**src/spq_pkg.sv**
```systemverilog
// Shared types, codes and helpers for the sorted priority queue.
package spq_pkg;

  localparam int DEPTH_DEF = 16;
  localparam int PRIO_W    = 8;
  localparam int DATA_W    = 32;
  localparam int IN_DW     = 40;
  localparam int OUT_DW    = 56;

  typedef enum logic [1:0] {
    OP_PUSH   = 2'd0,
    OP_POP    = 2'd1,
    OP_REM_EQ = 2'd2,
    OP_REM_LE = 2'd3
  } op_t;

  typedef enum logic [1:0] {
    STAT_OK    = 2'd0,
    STAT_EMPTY = 2'd1,
    STAT_FULL  = 2'd2
  } status_t;

  typedef enum logic [2:0] {
    S_IDLE,
    S_START,
    S_PUSH_CMP,
    S_PUSH_HEAD,
    S_SCAN,
    S_DONE
  } state_t;

  typedef struct packed {
    logic [PRIO_W-1:0] prio;
    logic [DATA_W-1:0] data;
  } entry_t;

  typedef struct packed {
    logic   we;
    logic   re;
    entry_t wdata;
  } mem_req_t;

  // counts are reported modulo 32
  function automatic logic [4:0] cnt5(input logic [31:0] v);
    return v[4:0];
  endfunction

endpackage

```
**src/spq_store.sv**
```systemverilog
// Entry memory: one write port, one read port with registered read data.
module spq_store
  import spq_pkg::*;
#(
  parameter int DEPTH = DEPTH_DEF,
  parameter int IDX_W = $clog2(DEPTH)
) (
  input  logic             clk,
  input  mem_req_t         req,
  input  logic [IDX_W-1:0] waddr,
  input  logic [IDX_W-1:0] raddr,
  output entry_t           rd_data
);

  entry_t mem [DEPTH];

  always_ff @(posedge clk) begin
    if (req.we) begin
      mem[waddr] <= req.wdata;
    end
  end

  always_ff @(posedge clk) begin
    if (req.re) begin
      rd_data <= mem[raddr];
    end
  end

endmodule

```
**src/sorted_priority_queue.sv**
```systemverilog
// Sorted priority queue: top level with the operation sequencer.
//
// Holds up to DEPTH entries (8-bit priority, 32-bit data) in ascending
// priority order, equal priorities in arrival order. One request beat on
// the in_ channel carries an opcode in in_tuser (push, pop, remove equal,
// remove at or below) with the key and data word in in_tdata. Each request
// gives exactly one result beat on the out_ channel: status in out_tuser,
// popped entry, removed count and occupancy in out_tdata.
// A push walks from the tail toward the head through the single memory
// read port, moving each entry of greater priority up one place, one entry
// per cycle. Pop and removals compact the store in one pass of one entry
// per cycle. A full push, a push into an empty queue or an operation on an
// empty queue goes from S_START straight to S_DONE. One request is in
// flight at a time; in_tready is high only when the sequencer is idle, so a
// new request is not accepted until the previous one has left the sequencer.
// The result sits in an output register, so a new request may be taken
// while the previous result waits; if the receiver stalls, the next result
// waits in the sequencer. Reset (rst_n low, synchronous) empties the queue
// and drops any pending result; the memory itself is not cleared.
module sorted_priority_queue
  import spq_pkg::*;
#(
  parameter int DEPTH = DEPTH_DEF
) (
  input  logic              clk,
  input  logic              rst_n,
  input  logic              in_tvalid,
  output logic              in_tready,
  input  logic [IN_DW-1:0]  in_tdata,   // priority_req[7:0], payload[39:8]
  input  logic [1:0]        in_tuser,   // opcode[1:0]
  output logic              out_tvalid,
  input  logic              out_tready,
  // head_data[31:0], head_priority[39:32], removed_count[44:40],
  // occupancy[49:45], zero fill[55:50]
  output logic [OUT_DW-1:0] out_tdata,
  output logic [1:0]        out_tuser   // status[1:0]
);

  localparam int IDX_W = $clog2(DEPTH);
  localparam int CNT_W = $clog2(DEPTH + 1);

  state_t state_r, state_nxt;
  op_t    op_r, op_nxt;
  logic [PRIO_W-1:0] key_r, key_nxt;
  logic [DATA_W-1:0] word_r, word_nxt;
  logic [CNT_W-1:0]  count_r, count_nxt;
  logic [IDX_W-1:0]  hole_r, hole_nxt;
  logic [IDX_W-1:0]  scan_r, scan_nxt;
  logic [CNT_W-1:0]  wr_r, wr_nxt;
  logic [CNT_W-1:0]  removed_r, removed_nxt;
  status_t           status_r, status_nxt;
  logic [DATA_W-1:0] hdata_r, hdata_nxt;
  logic [PRIO_W-1:0] hprio_r, hprio_nxt;
  logic              out_valid_r, out_valid_nxt;
  logic [OUT_DW-1:0] out_data_r, out_data_nxt;
  logic [1:0]        out_user_r, out_user_nxt;

  mem_req_t         req;
  logic [IDX_W-1:0] waddr, raddr;
  entry_t           rd_data;

  logic             in_acc;
  logic             full, empty;
  logic             prio_gt;
  logic             drop;
  logic             scan_more;
  logic [CNT_W-1:0] scan_inc;
  logic             out_free;
  entry_t           new_entry;

  spq_store #(
    .DEPTH (DEPTH),
    .IDX_W (IDX_W)
  ) u_store (
    .clk     (clk),
    .req     (req),
    .waddr   (waddr),
    .raddr   (raddr),
    .rd_data (rd_data)
  );

  assign in_tready  = (state_r == S_IDLE);
  assign in_acc     = in_tvalid & in_tready;
  assign out_tvalid = out_valid_r;
  assign out_tdata  = out_data_r;
  assign out_tuser  = out_user_r;

  assign full      = (count_r == CNT_W'(DEPTH));
  assign empty     = (count_r == '0);
  assign prio_gt   = (rd_data.prio > key_r);
  assign scan_inc  = CNT_W'(scan_r) + CNT_W'(1);
  assign scan_more = (scan_inc < count_r);
  assign out_free  = ~out_valid_r | out_tready;
  assign new_entry = '{prio: key_r, data: word_r};

  always_comb begin
    case (op_r)
      OP_POP:    drop = (scan_r == '0);
      OP_REM_EQ: drop = (rd_data.prio == key_r);
      OP_REM_LE: drop = (rd_data.prio <= key_r);
      default:   drop = 1'b0;
    endcase
  end

  // next state
  always_comb begin
    state_nxt = state_r;
    case (state_r)
      S_IDLE: begin
        if (in_acc) state_nxt = S_START;
      end
      S_START: begin
        if (op_r == OP_PUSH) begin
          state_nxt = (full || empty) ? S_DONE : S_PUSH_CMP;
        end else begin
          state_nxt = empty ? S_DONE : S_SCAN;
        end
      end
      S_PUSH_CMP: begin
        if (!prio_gt) begin
          state_nxt = S_DONE;
        end else if (hole_r == IDX_W'(1)) begin
          state_nxt = S_PUSH_HEAD;
        end
      end
      S_PUSH_HEAD: state_nxt = S_DONE;
      S_SCAN: begin
        if (!scan_more) state_nxt = S_DONE;
      end
      S_DONE: begin
        if (out_free) state_nxt = S_IDLE;
      end
      default: state_nxt = S_IDLE;
    endcase
  end

  // datapath, memory control and result register
  always_comb begin
    op_nxt        = op_r;
    key_nxt       = key_r;
    word_nxt      = word_r;
    count_nxt     = count_r;
    hole_nxt      = hole_r;
    scan_nxt      = scan_r;
    wr_nxt        = wr_r;
    removed_nxt   = removed_r;
    status_nxt    = status_r;
    hdata_nxt     = hdata_r;
    hprio_nxt     = hprio_r;
    out_valid_nxt = out_valid_r & ~out_tready;
    out_data_nxt  = out_data_r;
    out_user_nxt  = out_user_r;
    req           = '0;
    waddr         = '0;
    raddr         = '0;

    case (state_r)
      S_IDLE: begin
        if (in_acc) begin
          op_nxt      = op_t'(in_tuser);
          key_nxt     = in_tdata[7:0];
          word_nxt    = in_tdata[39:8];
          status_nxt  = STAT_OK;
          hdata_nxt   = '0;
          hprio_nxt   = '0;
          removed_nxt = '0;
          wr_nxt      = '0;
          scan_nxt    = '0;
        end
      end
      S_START: begin
        if (op_r == OP_PUSH) begin
          if (full) begin
            status_nxt = STAT_FULL;
          end else if (empty) begin
            req.we    = 1'b1;
            req.wdata = new_entry;
            waddr     = '0;
            count_nxt = count_r + CNT_W'(1);
          end else begin
            // hole starts just past the tail
            req.re   = 1'b1;
            raddr    = IDX_W'(count_r - CNT_W'(1));
            hole_nxt = IDX_W'(count_r);
          end
        end else begin
          if (empty) begin
            status_nxt = STAT_EMPTY;
          end else begin
            req.re = 1'b1;
            raddr  = '0;
          end
        end
      end
      S_PUSH_CMP: begin
        // rd_data holds the entry just below the hole
        req.we = 1'b1;
        waddr  = hole_r;
        if (prio_gt) begin
          req.wdata = rd_data;
          hole_nxt  = hole_r - IDX_W'(1);
          if (hole_r != IDX_W'(1)) begin
            req.re = 1'b1;
            raddr  = hole_r - IDX_W'(2);
          end
        end else begin
          req.wdata = new_entry;
          count_nxt = count_r + CNT_W'(1);
        end
      end
      S_PUSH_HEAD: begin
        req.we    = 1'b1;
        req.wdata = new_entry;
        waddr     = '0;
        count_nxt = count_r + CNT_W'(1);
      end
      S_SCAN: begin
        // compaction: kept entries slide down to the write pointer
        if (drop) begin
          removed_nxt = removed_r + CNT_W'(1);
          if (op_r == OP_POP) begin
            hdata_nxt = rd_data.data;
            hprio_nxt = rd_data.prio;
          end
        end else begin
          req.we    = 1'b1;
          req.wdata = rd_data;
          waddr     = wr_r[IDX_W-1:0];
          wr_nxt    = wr_r + CNT_W'(1);
        end
        if (scan_more) begin
          req.re   = 1'b1;
          raddr    = IDX_W'(scan_inc);
          scan_nxt = IDX_W'(scan_inc);
        end else begin
          count_nxt = drop ? wr_r : wr_r + CNT_W'(1);
        end
      end
      S_DONE: begin
        if (out_free) begin
          out_valid_nxt = 1'b1;
          out_user_nxt  = status_r;
          out_data_nxt  = {6'd0, cnt5(32'(count_r)), cnt5(32'(removed_r)),
                           hprio_r, hdata_r};
        end
      end
      default: ;
    endcase
  end

  always_ff @(posedge clk) begin
    if (!rst_n) begin
      state_r     <= S_IDLE;
      count_r     <= '0;
      out_valid_r <= 1'b0;
    end else begin
      state_r     <= state_nxt;
      count_r     <= count_nxt;
      out_valid_r <= out_valid_nxt;
    end
  end

  always_ff @(posedge clk) begin
    op_r       <= op_nxt;
    key_r      <= key_nxt;
    word_r     <= word_nxt;
    hole_r     <= hole_nxt;
    scan_r     <= scan_nxt;
    wr_r       <= wr_nxt;
    removed_r  <= removed_nxt;
    status_r   <= status_nxt;
    hdata_r    <= hdata_nxt;
    hprio_r    <= hprio_nxt;
    out_data_r <= out_data_nxt;
    out_user_r <= out_user_nxt;
  end

endmodule

```
**config.mk**
```make
export PLATFORM = sky130hd
export DESIGN_NAME = sorted_priority_queue
export DESIGN_NICKNAME = d
export VERILOG_FILES = /design/src/spq_pkg.sv /design/src/spq_store.sv /design/src/sorted_priority_queue.sv
export SDC_FILE = /design/constraint.sdc
export NUM_CORES = 1
export LEC_CHECK = 0
export BUFFER_PORTS_ARGS = -buffer_cell sky130_fd_sc_hd__buf_2
export CAP_MARGIN = 10
export CORE_ASPECT_RATIO = 0.7
export CORE_UTILIZATION = 50
export DETAILED_ROUTE_END_ITERATION = 8
export PLACE_DENSITY_LB_ADDON = 0.12
export SLEW_MARGIN = 10
export SYNTH_ARGS = -nofsm -noshare
export SYNTH_HDL_FRONTEND = slang
export SYNTH_SLANG_ARGS = --single-unit
```
**constraint.sdc**
```tcl
create_clock -name clk -period 6.15 [get_ports clk]
set_clock_uncertainty 0.15 [all_clocks]
set_input_delay 1.23 -clock clk [delete_from_list [all_inputs] [get_ports clk]]
set_output_delay 1.23 -clock clk [all_outputs]
set_load 0.02 [all_outputs]
```
Word-level counts from Yosys, hierarchy flattened
Memories as Yosys holds them, arrays and structs flattened. A register that Yosys moved wholly into a read port is not among the register bits.
Index checks and enable logic that the tools add are counted.
- bits of input ports: 46
- logic and storage cells: 149
- memories kept: 1
- RAM bits: 640
- output and inout bits: 60
- flip-flop bits (word level): 163
- memories (memory ; words ; bits a word ; read ports ; clocked after Yosys merged registers in ; wr ports ; RTL line ; text):
    u_store.mem ; 16 ; 40 ; 1 ; 1 ; 1 ; spq_store.sv:15 ; entry_t mem [DEPTH];
- bitwise logic cells: 5
- order comparisons: 3
- muxes and demuxes: 71
- equality and inequality tests: 27
- reduce and logical (&&, ||, !) cells: 20
- $add $sub $neg: 7
- operator list (cell ; number):
    40-bit two-way mux ; 4
    40-bit one-hot mux with 4 select lines ; 1
    32-bit two-way mux ; 3
    32-bit one-hot mux with 2 select lines ; 1
    4-bit two-way mux ; 13
    42-bit two-way mux ; 1
    5-bit two-way mux ; 8
    8-bit two-way mux ; 3
    4-bit one-hot mux with 2 select lines ; 3
    2-bit inequality test, second input constant ; 11
    3-bit two-way mux ; 7
    5-bit one-hot mux with 2 select lines ; 2
    5-bit one-hot mux with 4 select lines ; 1
    3-bit one-hot mux with 6 select lines ; 1
    8-bit one-hot mux with 2 select lines ; 1
    5-bit by 1-bit adder with 5-bit output, second input constant ; 3
    1-bit two-way mux ; 13
    4-bit one-hot mux with 3 select lines ; 1
    4-bit AND reduction ; 3
    3-bit inequality test, second input constant ; 3
    1-bit one-hot mux with 3 select lines ; 3
    8-bit equality test ; 1
    8-bit greater-than comparator ; 1
    8-bit less-or-equal comparator ; 1
    30 further kinds ; 44

Longest topological paths before layout
- depth in word-level cells: 7
- gate-level depth with buffers: 15
- gate-level depth less buffers: 12

Cells and area by module
A second synthesis with hierarchy kept.
- cells, all modules: 1536
- area total of the unflattened synthesis: 32557.5 µm²
- by module, submodules not included (module ; sequential area each (µm²) ; instances ; area an instance (µm²) ; cells each):
    spq_store ; 20419.6 ; 1 ; 25532.0 ; 1040
    sorted_priority_queue ; 4804.6 ; 1 ; 7025.5 ; 496

Worst setup path after synthesis
No wires, ideal clock.
- path type: input port to flip-flop
- start point: input port out_tready
- end point: register out_data_r[0] (netlist: out_tdata[0]), enable pin
- data required time: 5.474 ns
- path slack: 0.497 ns
- setup time: 0.526 ns
- arrival: 4.978 ns
- buffers on the path: 0
- stages on the path: 3
- path through: nand2b_1 nand2_1 nor3_1
- word-level cells in the longest chain between the ends: 2
- RTL lines (item ; RTL line ; text):
    start: declaration ; sorted_priority_queue.sv:32 ; input logic out_tready,
    1-bit bitwise OR ; sorted_priority_queue.sv:93 ; assign out_free = ~out_valid_r | out_tready;
    2-bit AND reduction (no line) ; -- ;
    end signal: assignment ; sorted_priority_queue.sv:274 ; out_data_r <= out_data_nxt;
    end: declaration ; sorted_priority_queue.sv:55 ; logic [OUT_DW-1:0] out_data_r, out_data_nxt;
Every way passes these cells.
A chain may end at the register's enable or synchronous reset.

Worst setup path in the final report
- start point: register u_store.rd_data[37] (netlist name)
- end point: memory u_store.mem[4][8] (netlist name), enable pin
- word-level cells in the longest chain between the ends: 6
- elaborated cells between the ends (all ways): 9
- those cells by class: 1 x order compare; 1 x eq/ne; 7 x mux
- RTL lines (item ; RTL line ; text):
    8-bit less-or-equal comparator / 8-bit equality test (equally long branches) ; sorted_priority_queue.sv:100, sorted_priority_queue.sv:99 ;
    1-bit one-hot mux with 3 select lines * ; sorted_priority_queue.sv:97 ; case (op_r)
    1-bit two-way mux ; sorted_priority_queue.sv:219 ; if (drop) begin
    1-bit one-hot mux with 3 select lines ; sorted_priority_queue.sv:157 ; case (state_r)
    1-bit two-way mux ; spq_store.sv:18 ; if (req.we) begin
    1-bit two-way mux (implied by the code) ; spq_store.sv:19 ; mem[waddr] <= req.wdata;
    end: declaration ; spq_store.sv:15 ;
Mark *: on every way between the ends. The rest lies on a longest branch, timed or not.

==> impl_metrics.yaml <==
run_status:
  status: "completed"
clocking:
  clk_latency_ns: 0.62
  clock-sinks: 843
  htreeDepth: 3
  cts_buffers: 81
  tritoncts: "built"
  cts-hold-fix-buffers: 0
  clk_path_buf_depth: 3
  clk_pin_slew_ns: 0.06
  cts_resized: 0
  cts_setup_buffers: 0
  cts_root_buffer: "clkbuf_16"
global_route:
  grt.total_usage_pct: 24.79
  antenna_found_initial: 1
  grt_pass1_vias: 18980
  grt_max_degree: 177
  globalRouteOverflowTotal: 0
  grt_pass1_wl_um: 121900
worst_setup_path:
  critical-path-top-delay-family: "simple AND/OR/NAND/NOR gates"
  crit_top_cell: "nor2_1"
  slowest_delay_ns: 0.86
  crit_buf_inv: 1
  required_ns: 6.29
  cp-end-kind: "flip-flop"
  path_max_fanout: 22
  cp_slowest_cell: "nor2_4"
  arrival_ns: 4.82
  start_kind: "flip-flop"
  cp_cell_sequence: "ha_1 > a211o_1 > a21oi_1 > nand3_1 > nor2_1 > nor2_1 > a32o_1 > a221o_1 > nor2_4 > buf_4"
  path_class: "flip-flop to flip-flop"
floorplan:
  io_pins: 106
  chipHeight_um: 217.0
  rows: 78
  initial_core_util_pct: 50.74
  die_area_um2: 67110
  die_w_um: 309.2
  coreArea_um2: 65090
synthesis:
  avgSynthCellArea_um2: 14.67
  synth_top_area_cell: "edfxtp_1"
  synth_area_leaders: "edfxtp_1 (76%), nand2_1 (6.2%), a32oi_1 (4.2%)"
  synth_top_family_by_area: "compound AO/OA/AOI/OAI gates"
  ys.flop_type: "edfxtp_1"
  async_reset_ff_share_pct: 0
  synth_compound_area_share_pct: 11.37
  yosys_warnings: 0
  ys_types: 59
  syn_inst: 2251
  synthMuxAreaShare_pct: 0.03030
  synth_edf_count: 834
  synthAdderAreaFrac_pct: 0.9091
  synth_xor_area_share_pct: 0.3182
  synth_top_area_share_pct: 75.82
  ys_seq_elements: 843
  ys_seq_area_share_pct: 76.36
  synth-simple-area-share_pct: 8.527
  synth_commonest_cells: "edfxtp_1 (834), nand2_1 (545), a21oi_1 (173), a32oi_1 (160), buf_2 (73)"
  syn-cell-area_um2: 33030
  yosysMostFrequentCell: "edfxtp_1"
cells_and_area:
  drive_gt1_share_pct: 12.93
  fill_cells: 5066
  fin_area_um2: 37160
  final_cells: 3278
  multiInputGateArea_um2: 7224
  area_delta_synth_final_pct: 12.51
  fin_nets: 2405
  regArea_um2: 25220
  fin_util_pct: 57.09
place:
  dp_hpwl_um: 48810
  place.gp.congestion: 0.8804
  place_inst: 3132
  post_dp_cell_area_um2: 34620
  portBuffers: 99
routing:
  via_count: 19850
  drc: 0
  drt-total-wl_um: 82760
  firstDrtPassIters: 5
  wire_per_inst_um: 25.25
  drt_iter0_markers: 2100
  antenna_left: 0
  viasPerCell: 6.055
timing:
  worst_slew_pin_slew_ns: 1.136
  slew_headroom_pct: 23.98
  fin_crit_ns: 4.678
  clock.fmax_ghz: 0.2137
  rsz0062_at_grt: "no"
  finalHoldViolations: 0
  period_share_pct: 76.07
  fin_setup_tns_ns: 0
  drv_slew: 0
  holdWs_ns: 0.2621
  setup_viol: 0
job:
  maxCapViolations: 0
power_and_ir_drop:
  p_per_area_nw_per_um2: 420.3
  leakagePower_nw: 12.34
  vdd_drop_max_v: 0.0003280
worst_hold_path:
  hold_class: "flip-flop to flip-flop"
stage by stage:
| step | setup WS [ns] | total power [mW] |
|---|---|---|
| floorplan | 0.4967 | 9.600 |
| global placement | 1.709 | 10.79 |
| detailed placement | 1.522 | 10.85 |
| CTS | 1.528 | 15.68 |
| global route | 1.329 | 16.25 |
| finish | 1.472 | 15.62 |
flip-flops by register name (all words and copies together) (netlist names):
name / count
op_r: 2
scan_r: 4
hprio_r: 8
count_r: 5
hdata_r: 32
removed_r: 5
key_r: 8
status_r: 2
word_r: 32
u_store.rd_data: 40
out_tvalid: 1
wr_r: 5
out_tdata: 50
state_r: 3
hole_r: 4
u_store.mem: 640
out_tuser: 2
cells by family after synthesis:
logic type / after synthesis
flip-flops: 843
other: 1
multiplexers: 1
AND/OR/NAND/NOR: 683
AO/OA/AOI/OAI: 511
buffers and inverters: 176
XOR/XNOR: 12
adder cells (fa/ha/maj): 24
cells in the final DEF, fill, tap and decap left out, types with 24 or more instances in the layout:
| cell | netlist | routed |
|---|---|---|
| a21oi_1 | 173 | 173 |
| buf_2 | 73 | 99 |
| a32oi_1 | 160 | 160 |
| a22oi_1 | 64 | 63 |
| a22o_1 | 41 | 41 |
| inv_1 | 25 | 24 |
| nor2_1 | 41 | 24 |
| and2_1 | 46 | 45 |
| clkbuf_16 | 0 | 84 |
| buf_4 | 7 | 38 |
| nand2_1 | 545 | 543 |
| ha_1 | 24 | 24 |
| edfxtp_1 | 834 | 834 |
report_power, final:
part,total (mW),internal (mW),switching [mW]
Sequential,7.44,7.22,0.222
Clock,4.85,2.75,2.10
Combinational,3.33,0.908,2.42
cell type report:
class	instances	area share (%)
timing repair buffer	147	2.639
sequential	843	67.87
multi-input combinational	1237	19.44
inverter	25	0.2525
clock inverter	44	0.9999
tap	880	2.963
clock buffer	101	5.828
antenna	1	0.006733
metal layers:
metal | vias to the layer above | GRT usage (%) | part of all wire [%]
met5 | - | 0 | 0
met4 | 0 | 7.096 | 2.5
met3 | 130 | 5.171 | 8.8
met2 | 909 | 36.40 | 44
met1 | 10030 | 37.44 | 45
li1 | 8779 | - | -
final timing paths:
path	slack, ns	depth (start not counted)	endpoint	startpoint
min	0.26	0	out_tdata[17]$_DFFE_PP_	hdata_r[17]$_SDFFCE_PN0P_
max reg2reg	1.47	10	u_store.mem[4][8]$_DFFE_PP_	u_store.rd_data[37]$_DFFE_PP_
min reg2reg	0.26	0	out_tdata[17]$_DFFE_PP_	hdata_r[17]$_SDFFCE_PN0P_
max	1.47	10	u_store.mem[4][8]$_DFFE_PP_	u_store.rd_data[37]$_DFFE_PP_
(Power assumes the default switching activity.)
